File: config.mk
export PLATFORM = sky130hd
export DESIGN_NAME = rcbp_ctrl
export DESIGN_NICKNAME = d
export VERILOG_FILES = /design/src/rcbp_pkg.sv /design/src/rcbp_ctrl.sv
export SDC_FILE = /design/constraint.sdc
export NUM_CORES = 1
export LEC_CHECK = 0
export BUFFER_PORTS_ARGS = -buffer_cell sky130_fd_sc_hd__buf_2
export CAP_MARGIN = 10
export CORE_AREA = 2 2 39 41
export CTS_CLUSTER_SIZE = 16
export DETAILED_ROUTE_END_ITERATION = 12
export DIE_AREA = 0 0 41 43
export PLACE_DENSITY = 0.32
export SLEW_MARGIN = 30
export SYNTH_ARGS = -nofsm -noshare
export SYNTH_HDL_FRONTEND = slang
export SYNTH_SLANG_ARGS = --single-unit
File: constraint.sdc
create_clock -name aclk -period 1.4 [get_ports aclk]
set_input_delay 0.21 -clock aclk [delete_from_list [all_inputs] [get_ports aclk]]
set_output_delay 0.21 -clock aclk [all_outputs]
set_load 0.03 [all_outputs]
File: src/rcbp_pkg.sv
// Shared definitions for the reference-counted buffer pool.
// Holds default parameters, request and status codes, field widths and the
// controller/datapath handshake structs. No dependencies.
package rcbp_pkg;

    localparam int DEF_BUFFER_COUNT = 256;
    localparam int DEF_BUFFER_BYTES = 65536;
    localparam int DEF_CACHE_DEPTH  = 4;

    // Request field widths
    localparam int ACTION_W = 3;
    localparam int ID_W     = 16;
    localparam int LEN_W    = 24;

    // Result field widths
    localparam int STATUS_W = 2;
    localparam int REF_W    = 8;
    localparam int USED_W   = 17;
    localparam int STAT_W   = 32;
    localparam int NUM_STAT = 5;

    // Per-buffer metadata word: {alloc, refs, used_bytes}
    localparam int META_W = 1 + REF_W + USED_W;

    localparam int S_TDATA_W = 40;
    localparam int M_TDATA_W = 208;

    localparam logic [REF_W-1:0]  REF_MAX = '1;
    localparam logic [STAT_W-1:0] CNT_MAX = '1;

    // Request codes; the unused codes act as query
    localparam logic [ACTION_W-1:0] ACT_ACQUIRE    = 3'd0;
    localparam logic [ACTION_W-1:0] ACT_RELEASE    = 3'd1;
    localparam logic [ACTION_W-1:0] ACT_ADD_REF    = 3'd2;
    localparam logic [ACTION_W-1:0] ACT_SET_USED   = 3'd3;
    localparam logic [ACTION_W-1:0] ACT_RESET_USED = 3'd4;
    localparam logic [ACTION_W-1:0] ACT_QUERY      = 3'd5;

    localparam logic [STATUS_W-1:0] ST_OK        = 2'd0;
    localparam logic [STATUS_W-1:0] ST_BAD_ID    = 2'd1;
    localparam logic [STATUS_W-1:0] ST_EXHAUSTED = 2'd2;

    // Statistics counter slots
    localparam int STAT_ACQ  = 0;
    localparam int STAT_REL  = 1;
    localparam int STAT_HIT  = 2;
    localparam int STAT_MISS = 3;
    localparam int STAT_EXH  = 4;

    typedef struct packed {
        logic clear;   // init sweep cycle
        logic start;   // request accepted, launch reads
        logic commit;  // apply updates and load the result
    } cmd_t;

    typedef struct packed {
        logic clear_last;  // sweep at its final entry
        logic out_free;    // result register can take a new result
    } sts_t;

endpackage

File: src/rcbp_ctrl.sv
// Sequencer for the buffer pool: init sweep, request accept, commit.
// Depends on rcbp_pkg.
module rcbp_ctrl (
    input  logic          aclk,
    input  logic          aresetn,
    input  logic          s_tvalid,
    output logic          s_tready,
    output rcbp_pkg::cmd_t cmd,
    input  rcbp_pkg::sts_t sts
);

    typedef enum logic [2:0] {
        S_CLEAR = 3'b001,
        S_IDLE  = 3'b010,
        S_EXEC  = 3'b100
    } state_t;

    state_t state_reg, state_next;

    always_comb begin
        state_next = state_reg;
        unique case (state_reg)
            S_CLEAR: begin
                if (sts.clear_last) begin
                    state_next = S_IDLE;
                end
            end
            S_IDLE: begin
                if (s_tvalid) begin
                    state_next = S_EXEC;
                end
            end
            S_EXEC: begin
                if (sts.out_free) begin
                    state_next = S_IDLE;
                end
            end
            default: state_next = S_CLEAR;
        endcase
    end

    always_ff @(posedge aclk) begin
        if (!aresetn) begin
            state_reg <= S_CLEAR;
        end else begin
            state_reg <= state_next;
        end
    end

    assign s_tready   = (state_reg == S_IDLE);
    assign cmd.clear  = (state_reg == S_CLEAR);
    assign cmd.start  = (state_reg == S_IDLE) && s_tvalid;
    assign cmd.commit = (state_reg == S_EXEC) && sts.out_free;

endmodule

* Word level (Yosys, flattened, before mapping)
Cells that the tools add are included.
** Word-level totals
- Output and inout port bits :: 4
- RAM bits :: 0
- Memories :: 0
- Logic and storage cells :: 14
- Flip-flop bits (word level) :: 3
- Latch bits :: 0
- Bits in read-only memories :: 0
- Bits of input ports :: 5
** Operators by class
- Eq/ne operators :: 6
- Reductions and logical operators :: 3
- $lt $le $gt $ge :: 0
- Bitwise gates (word level) :: 0
- Divide/modulo/power cells :: 0
- Multipliers :: 0
- Add/subtract/negate cells :: 0
- Shift-type cells :: 0
- Mux-type cells :: 4
** Operator list (count)
- 3-bit 2-to-1 mux :: 3
- 3-bit case mux with 3 select lines :: 1
- 2-bit inequality test, second input constant :: 2
- 3-bit by 1-bit == test with 1-bit output, second input constant :: 1
- 3-bit by 2-bit == test with 1-bit output, second input constant :: 1
- 3-bit == test, second input constant :: 1
- 3-bit AND reduction :: 1
- 1-bit logical AND :: 2
- 2-bit by 1-bit inequality test with 1-bit output, second input constant :: 1

* Depth between registers and ports, before layout
Gate-level depths: netlist of the first run.
- Depth after elaboration :: 3
- Mapped depth :: 3

* Worst setup path after synthesis of the first run
No wires, ideal clock.
- Path kind :: register to output
- Start :: reg state_reg[2]
- End :: out cmd[1] in the netlist's numbering
- Arrival time :: 1.162 ns
- Cell stages (with the launch flop) :: 3
- Data required time :: 1.190 ns
- Setup slack :: 0.028 ns
- Cell sequence :: dfxtp_1 > nand2b_1 > nor3_1
** RTL lines
- from (decl) :: line rcbp_ctrl.sv:18 : state_t state_reg, state_next;
- from (signal assigned) :: line rcbp_ctrl.sv:46 : state_reg <= state_next;
- to (decl) :: line rcbp_ctrl.sv:8 : output rcbp_pkg::cmd_t cmd,

==> results of run 1 <==
-- area by class of cell --
class                           instances  area, um2
Sequential cell                         3       62.6
Timing Repair Buffer                    8       45.0
Inverter                                1       3.75
Clock buffer                            4       26.3
Fill cell                             156       1120
Multi-Input combinational cell         13        101
Tap cell                               16       20.0
-- worst paths after layout --
| kind | from | depth (start not counted) | slack [ns] | to |
|---|---|---|---|---|
| worst max-delay path | state_reg[1]$_SDFFE_PN0P_ | 3 | 0.06 | cmd[0] |
| worst max register to register | state_reg[0]$_SDFFE_PN1P_ | 3 | 0.35 | state_reg[1]$_SDFFE_PN0P_ |
| worst min-delay path | aresetn | 2 | 0.20 | state_reg[0]$_SDFFE_PN1P_ |
| worst min register to register | state_reg[0]$_SDFFE_PN1P_ | 2 | 0.59 | state_reg[0]$_SDFFE_PN1P_ |
-- layout by cell type (no fill, tap or decap), types with 2 or more instances in the layout --
cell type / count
dfxtp_2: 2
buf_2: 6
nor3b_2: 2
buf_4: 2
nor3_1: 2
clkbuf_4: 3
-- per-layer routing --
layer  vias up  wire length, um
met5         -                0
met4         0                0
met3         0               69
met2        13              156
met1        67              199
li1         85                -
-- timing repair --
item,CTS,global route
endpoints found under the setup margin,1,3
gates resized for setup,1,6
hold endpoints to repair,0,0
pin swaps,1,1
-- logic make-up after synthesis --
| kind of cell | share of synthesized area (%) |
|---|---|
| AND/OR/NAND/NOR | 42.7 |
| AO/OA/AOI/OAI | 16.1 |
| flip-flops | 38.7 |
| buffers and inverters | 2.42 |
-- where the power goes --
| group | leakage [nW] | switching, mW | internal, mW |
|---|---|---|---|
| logic | 0.0706 | 0.0224 | 0.0188 |
| clock network | 0.0150 | 0.0453 | 0.107 |
| registers | 0.0248 | 0.00649 | 0.0911 |
-- through the flow --
step	power, mW	hold WS, ns	instances
after global placement	0.136	0.428	41
final	0.291	0.196	45
after floorplan	0.122	0.286	17
after global routing	0.315	0.188	45
after detailed placement	0.136	0.426	41
after CTS	0.297	0.196	45
==> summary.txt, run 1 <==
Outcome
  • Status: completed

GRT
  • Vias in the first global route: 166
  • Met1 Use GR: 7.37%
  • First-pass GRT wire length: 621 um
  • M2 GR Usage: 5.63%
  • Grt ovf: 0
  • Initial antenna violation count: 0
  • Largest net degree at the start of global routing: 8
  • All-Layer GR Usage: 5.92%
  • M3 GR Usage: 4.71%
  • Most Crowded Layer GR: met1

Floorplanning
  • Core box area: 1380 um2
  • Area of the die: 1760 um2
  • Starting Density: 11.2%
  • Ports: 9
  • Die Ht: 43 um
  • Row Count: 14
  • Chip Width: 41 um

Synthesis
  • Async set or reset register ratio after synthesis: 0%
  • Count leader, synth: dfxtp_1
  • Unique masters post-synth: 12
  • Share of the synthesized area in the top cell type: 38.7%
  • Number of synthesized register bits: 3
  • Ranking of synthesized cells by area: dfxtp_1 (39%), nor3b_2 (16%), nand2b_1 (8.1%)
  • Synth Warn #: 0
  • Yosys top cell by area: dfxtp_1
  • EDFF count, synth: 0
  • Area of the mapped netlist: 155 um2
  • Sequential share of the synthesized area: 38.7%
  • Net count after synthesis: 22
  • Cells after Synth: 17
  • Synth Area per Inst: 9.13 um2
  • Top_reg_cell synth: dfxtp_1
  • Top cells by count, synth: dfxtp_1 (3), nand2b_1 (2), nor3_1 (2), nor3b_2 (2)

Clock tree
  • Count of clock tree sinks: 3
  • Post-CTS Setup Inserts: 0
  • Htree depth: 1
  • TritonCTS Buffers: 3
  • Hold buffer count at CTS: 0
  • Max Buffers Root-to-Sink: 2
  • Root buffer cell: clkbuf_4
  • TritonCTS clock tree: done
  • Clock slew at reported path FFs: 0.04 ns
  • Clk_lat worst skew: 0.23 ns

Worst setup path
  • CP max stage cell: dfxtp_1
  • Max FO, Critical Path: 3
  • Crit end category: primary output
  • Top delay family on crit path: simple AND/OR/NAND/NOR gates
  • Cell Chain, Critical Path: nand2b_4 > nor3b_2 > buf_4
  • Crit path kind: reg -> out
  • Critical Path AT: 1.13 ns
  • CP Buf/Inv Count: 1
  • Critical path's largest stage delay: 0.33 ns
  • Worst setup SP type: flop
  • WP data required: 1.19 ns

Power
  • Max VDD drop: 200 uV
  • Power Density: 1120 nW/um2
  • Leak Pwr: 0.110 nW

Timing
  • Slew Viols, Final: 0
  • Setup TNS: 0 ns
  • Rel. slew slack: 88.1%
  • Final Setup Violations: 0
  • Final worst path period need: 1.34 ns
  • Worst Skew: 0.00265 ns
  • RSZ-0062 raised after global routing: no
  • Final Hold Vio Count: 0
  • Final setup margin: 0.0578 ns
  • Slew @ Worst Pin: 0.178 ns
  • Max frequency: 0.745 GHz
  • Tcrit/Tclk final: 95.9%

Detailed routing
  • Vias: 165
  • Final WL: 425 um
  • Vias per cell: 3.67
  • Final ANT Viol Nets: 0
  • Wire length per cell: 9.44 um
  • DRC viols: 0
  • DR pass1 iterations: 4
  • DR iter-0 viols: 6

Placed design
  • Post-DP Area: 215 um2
  • Post-DP HPWL: 301 um
  • IO buf count: 8
  • RD Place Congestion: 0.630
  • Pre-CTS setup slack: 0.237 ns

Cells and area
  • Proportion of layout cells with a drive suffix above 1: 58.6%
  • Util after Layout: 18.7%
  • # diodes: 0
  • Post-route cell area: 259 um2
  • Max FFs per register: 3
  • Area grow syn2layout: 66.9%
  • Nets@finish: 35

Job
  • # Max-Cap Violations: 0

Hold path
  • Hold Crit Class: in -> reg
No activity file was read; power rests on OpenSTA's default activity.
==> run 2: changes to the inputs <==
Settings changed: RECOVER_POWER set to 50.
==> summary.txt, run 2 (synthesis results as in run 1) <==
Timing
  • Final Hold Vio Count: 0 (unchanged)
  • Final worst path period need: 1.33 ns (-0.0107 ns)
  • Slew @ Worst Pin: 0.185 ns (+0.00667 ns)
  • Slew Viols, Final: 0 (unchanged)
  • Worst Skew: 0.00223 ns (-0.000413 ns)
  • Hold WS: 0.196 ns (-0.0000330 ns)
  • Tcrit/Tclk final: 95.1% (-0.77 points)
  • RSZ-0062 raised after global routing: no
  • Final Setup Violations: 0 (unchanged)
  • Max frequency: 0.751 GHz (+0.80%)
  • Rel. slew slack: 87.6% (-0.42 points)
  • Setup TNS: 0 ns (unchanged)

Placed design
  • Post-DP Area: 215 um2 (unchanged)
  • Post-DP HPWL: 301 um (unchanged)
  • IO buf count: 8 (unchanged)
  • RD Place Congestion: 0.630 (unchanged)

Cells and area
  • Nets@finish: 35 (unchanged)
  • Area grow syn2layout: 63.7%
  • Fillers: 157 (+0.64%)
  • Proportion of layout cells with a drive suffix above 1: 55.2% (-3.4 points)
  • Most common cell after layout, fill and taps aside: buf_2
  • Post-route cell area: 254 um2 (-1.9%)
  • # diodes: 0 (unchanged)
  • Max FFs per register: 3 (unchanged)
  • Most frequent cells in the layout: buf_2 (6), clkbuf_4 (3), nor3_1 (2), buf_4 (2), dfxtp_2 (2)

Power
  • Leak Pwr: 0.108 nW (-2.5%)
  • Power Density: 1140 nW/um2 (+1.3%)
  • Pwr Total: 289 uW (-0.63%)
  • Max VDD drop: 197 uV (-1.9%)

Detailed routing
  • DRC viols: 0 (unchanged)
  • Vias per cell: 3.71 (+1.2%)
  • DR pass1 iterations: 4 (unchanged)
  • DR iter-0 viols: 6 (unchanged)
  • Final WL: 420 um (-1.2%)
  • Vias: 167 (+1.2%)
  • Final ANT Viol Nets: 0 (unchanged)
  • Wire length per cell: 9.33 um (-1.2%)

Clock tree
  • Clock slew at reported path FFs: 0.04 ns (about the same)
  • Root buffer cell: clkbuf_4
  • TritonCTS Buffers: 3 (unchanged)
  • Htree depth: 1 (unchanged)
  • TritonCTS clock tree: done
  • Count of clock tree sinks: 3 (unchanged)
  • Hold buffer count at CTS: 0 (unchanged)
  • Clk_lat worst skew: 0.23 ns (about the same)
  • Max Buffers Root-to-Sink: 2 (unchanged)
  • Post-CTS Setup Inserts: 0 (unchanged)

Floorplanning
  • Ports: 9 (unchanged)
  • Starting Density: 11.2% (unchanged)
  • Row Count: 14 (unchanged)
  • Chip Width: 41 um (unchanged)
  • Area of the die: 1760 um2 (unchanged)
  • Die Ht: 43 um (unchanged)
  • Core box area: 1380 um2 (unchanged)

Worst setup path
  • Top delay family on crit path: simple AND/OR/NAND/NOR gates
  • Critical path's largest stage delay: 0.32 ns (about the same)
  • WP data required: 1.19 ns (about the same)
  • Crit end category: primary output
  • Max FO, Critical Path: 3 (unchanged)
  • CP max stage cell: dfxtp_1
  • Cell Chain, Critical Path: nand2b_4 > nor3b_2 > buf_4
  • Crit path kind: reg -> out
  • CP Buf/Inv Count: 1 (unchanged)
  • Worst setup SP type: flop
  • Critical Path AT: 1.12 ns (about the same)

Hold path
  • Hold Crit Class: in -> reg

GRT
  • All-Layer GR Usage: 5.92% (unchanged)
  • Vias in the first global route: 166 (unchanged)
  • Largest net degree at the start of global routing: 8 (unchanged)
  • First-pass GRT wire length: 621 um (unchanged)
  • Initial antenna violation count: 0 (unchanged)
  • Grt ovf: 0 (unchanged)

Job
  • # Max-Cap Violations: 0 (unchanged)

Outcome
  • Status: completed
==> run 2: power by group <==
part	switching (mW)	total [mW]	internal [mW]	leakage (nW)
clock network	0.0449	0.152	0.107	0.0150
logic	0.0222	0.0400	0.0178	0.0678
registers	0.00620	0.0973	0.0911	0.0248
==> run 2: layout make-up <==
cell class              instances  area, um2  share of cell area, %
inverters                       1       3.75                   1.48
multi-input cells              13       96.3                   37.9
clock buffers                   4       26.3                   10.3
flip-flops and latches          3       62.6                   24.6
well taps                      16       20.0                   7.88
repair buffers                  8       45.0                   17.7
==> run 2: final timing paths <==
kind                                  start                        end  slack, ns  depth (start not counted)
setup / recovery  state_reg[1]$_SDFFE_PN0P_                     cmd[0]       0.07                          3
hold / removal                      aresetn  state_reg[0]$_SDFFE_PN1P_       0.20                          2
setup reg to reg  state_reg[0]$_SDFFE_PN1P_  state_reg[1]$_SDFFE_PN0P_       0.37                          3
hold reg to reg   state_reg[0]$_SDFFE_PN1P_  state_reg[0]$_SDFFE_PN1P_       0.59                          2
==> run 2: what timing repair did <==
item,in CTS,in global routing
pin swaps,1,1
gates resized for setup,1,6
gates cloned,0,0
setup endpoints to repair,1,3
==> run 2: routing by layer <==
metal | vias up | track usage [%] | wire (um)
li1 | 85 | - | -
met1 | 69 | 7.37 | 197
met2 | 13 | 5.63 | 153
met3 | 0 | 4.71 | 69
met4 | 0 | 6.00 | 0
met5 | - | 0 | 0
==> run 2: stage by stage <==
step | worst slack [ns] | utilization [%] | instances
after floorplan | 0.0282 | - | 17
after global placement | 0.269 | 15.6 | 41
after detailed placement | 0.237 | 15.6 | 41
after CTS | 0.0190 | 17.6 | 45
after global routing | 0.0107 | 18.4 | 45
final | 0.0685 | 18.4 | 45
==> run 3: changes to the inputs <==
Settings changed: CELL_PAD_IN_SITES_DETAIL_PLACEMENT set to 0, CELL_PAD_IN_SITES_GLOBAL_PLACEMENT set to 1, PLACE_DENSITY 0.32 to 0.39.
==> summary.txt, run 3 (synthesis results as in run 1) <==
Outcome
  • Status: completed

Clock tree
  • Clk_lat worst skew: 0.23 ns (about the same)
  • Root buffer cell: clkbuf_4
  • Hold buffer count at CTS: 0 (unchanged)
  • Max Buffers Root-to-Sink: 2 (unchanged)
  • Htree depth: 1 (unchanged)
  • TritonCTS clock tree: done
  • Clock slew at reported path FFs: 0.04 ns (about the same)
  • Count of clock tree sinks: 3 (unchanged)
  • TritonCTS Buffers: 3 (unchanged)

Floorplanning
  • Row Count: 14 (unchanged)
  • Ports: 9 (unchanged)
  • Chip Width: 41 um (unchanged)
  • Core box area: 1380 um2 (unchanged)
  • Die Ht: 43 um (unchanged)
  • Starting Density: 11.2% (unchanged)
  • Area of the die: 1760 um2 (unchanged)

Cells and area
  • Most frequent cells in the layout: buf_2 (6), clkbuf_4 (3), buf_4 (3), dfxtp_1 (3)
  • Max FFs per register: 3 (unchanged)
  • Area grow syn2layout: 68.5%
  • # diodes: 0 (unchanged)
  • Most common cell after layout, fill and taps aside: buf_2
  • Proportion of layout cells with a drive suffix above 1: 50.0% (-5.2 points)
  • Final cell count without fillers: 46 (+2.2%)
  • Nets@finish: 36 (+2.9%)

Detailed routing
  • Wire length per cell: 9.15 um (-1.9%)
  • DR pass1 iterations: 4 (unchanged)
  • Vias: 168 (+0.60%)
  • Routed wl met2: 120 um (-22%)
  • Final ANT Viol Nets: 0 (unchanged)
  • Final WL: 421 um (+0.24%)
  • Max layer used: met4
  • Routed length on met1: 215 um (+9.1%)
  • Vias per cell: 3.65 (-1.6%)
  • DR iter-0 viols: 2 (-4)
  • Metal3 WL: 69 um (unchanged)
  • DRC viols: 0 (unchanged)

Worst setup path
  • Beginning of the critical path: state_reg[2]$_SDFFE_PN0P_
  • Worst setup SP type: flop
  • Cell Chain, Critical Path: nand2b_1 > nor3_1 > buf_4
  • Reg-to-reg startpoint: state_reg[0]$_SDFFE_PN1P_
  • Top delay family on crit path: simple AND/OR/NAND/NOR gates
  • Critical path's largest stage delay: 0.34 ns (+0.02 ns)
  • WP data required: 1.19 ns (about the same)
  • R2R setup slack: 0.30 ns (-0.07 ns)
  • Max FO, Critical Path: 5 (+2)
  • CP max stage cell: dfxtp_1
  • Worst path depth: 3 (unchanged)
  • R2R Path End: state_reg[1]$_SDFFE_PN0P_
  • Critical Path AT: 1.13 ns (about the same)
  • Worst setup path end: cmd[1]
  • Crit end category: primary output
  • CP Buf/Inv Count: 1 (unchanged)
  • Crit path kind: reg -> out
  • Worst Reg2Reg Path Length in Cells: 3 (unchanged)

Timing
  • Final setup margin: 0.0553 ns (-0.0131 ns)
  • Slew Viols, Final: 0 (unchanged)
  • RSZ-0062 raised after global routing: yes
  • Setup TNS: 0 ns (unchanged)
  • Hold WS: 0.201 ns (+0.00481 ns)
  • Final Hold Vio Count: 0 (unchanged)
  • Slew @ Worst Pin: 0.237 ns (+0.0517 ns)
  • Final Setup Violations: 0 (unchanged)
  • Rel. slew slack: 84.2% (-3.4 points)
  • Worst Skew: 0.00264 ns (+0.000406 ns)
  • Max frequency: 0.744 GHz (-0.98%)
  • Tcrit/Tclk final: 96.0% (+0.94 points)
  • Final worst path period need: 1.34 ns (+0.0131 ns)

GRT
  • Largest net degree at the start of global routing: 8 (unchanged)
  • First-pass GRT wire length: 545 um (-12%)
  • Grt ovf: 0 (unchanged)
  • All-Layer GR Usage: 5.41% (-0.51 points)
  • Vias in the first global route: 133 (-20%)
  • Initial antenna violation count: 0 (unchanged)

Hold path
  • WHS Path Cells: 2 (unchanged)
  • Hold Crit Class: in -> reg

Placed design
  • IO buf count: 8 (unchanged)
  • Pre-CTS setup slack: 0.212 ns (-0.0249 ns)
  • Post-DP HPWL: 313 um (+4.0%)
  • Placed cell count: 41 (unchanged)
  • RD Place Congestion: 0.545 (-14%)

Power
  • Max VDD drop: 310 uV (+58%)
  • Power Density: 1100 nW/um2 (-3.6%)
  • Leak Pwr: 0.116 nW (+7.4%)

Job
  • # Max-Cap Violations: 0 (unchanged)
run 3: changes by cell type in the layout (fill, tap and decap cells not counted), sizes merged:
cell	delta
buf	+1
run 3: metrics by stage:
step	total power, mW	area [um2]	utilization, %
after floorplan	0.122	155	-
after global placement	0.137	215	15.6
after detailed placement	0.137	215	15.6
after CTS	0.295	244	17.6
after global routing	0.311	262	18.9
final	0.287	262	18.9
run 3: worst min path at each step:
stage	start	end	slack, ns
final	aresetn	state_reg[0]$_SDFFE_PN1P_	0.20
after global routing	aresetn	state_reg[0]$_SDFFE_PN1P_	0.21
after CTS	aresetn	state_reg[0]$_SDFFE_PN1P_	0.19
after detailed placement	aresetn	state_reg[0]$_SDFFE_PN1P_	0.44
after global placement	aresetn	state_reg[0]$_SDFFE_PN1P_	0.44
after floorplan	aresetn	state_reg[0]$_SDFFE_PN1P_	0.29
run 3: timing repair:
| action | CTS | global route |
|---|---|---|
| gates resized for setup | 1 | 2 |
| setup endpoints to repair | 1 | 2 |
| hold endpoints to repair | 0 | 0 |
| pin swaps | 1 | 1 |
| buffers inserted | 0 | 1 |
run 3: power by group:
part | total [mW] | switching (mW) | internal (mW)
registers | 0.0970 | 0.00636 | 0.0906
logic | 0.0407 | 0.0224 | 0.0183
clock network | 0.149 | 0.0425 | 0.107
run 3: metal layers:
metal	GRT usage, %	vias up
met5	0	-
met4	8.00	0
met3	3.14	2
met2	3.75	13
met1	7.67	66
li1	-	87
run 3: worst register-to-register path: cells and delay by family, from the launching register on:
family / cells / cell delay [ns]
flip-flops: 1 / 0.36
AO/OA/AOI/OAI: 1 / 0.27
AND/OR/NAND/NOR: 2 / 0.36
run 3: cell type report:
type	instances	area (um2)
Clock buffer	4	26.3
Timing Repair Buffer	9	52.6
Fill cell	147	1120
Sequential cell	3	60.1
Inverter	1	3.75
Multi-Input combinational cell	13	98.8
Tap cell	16	20.0
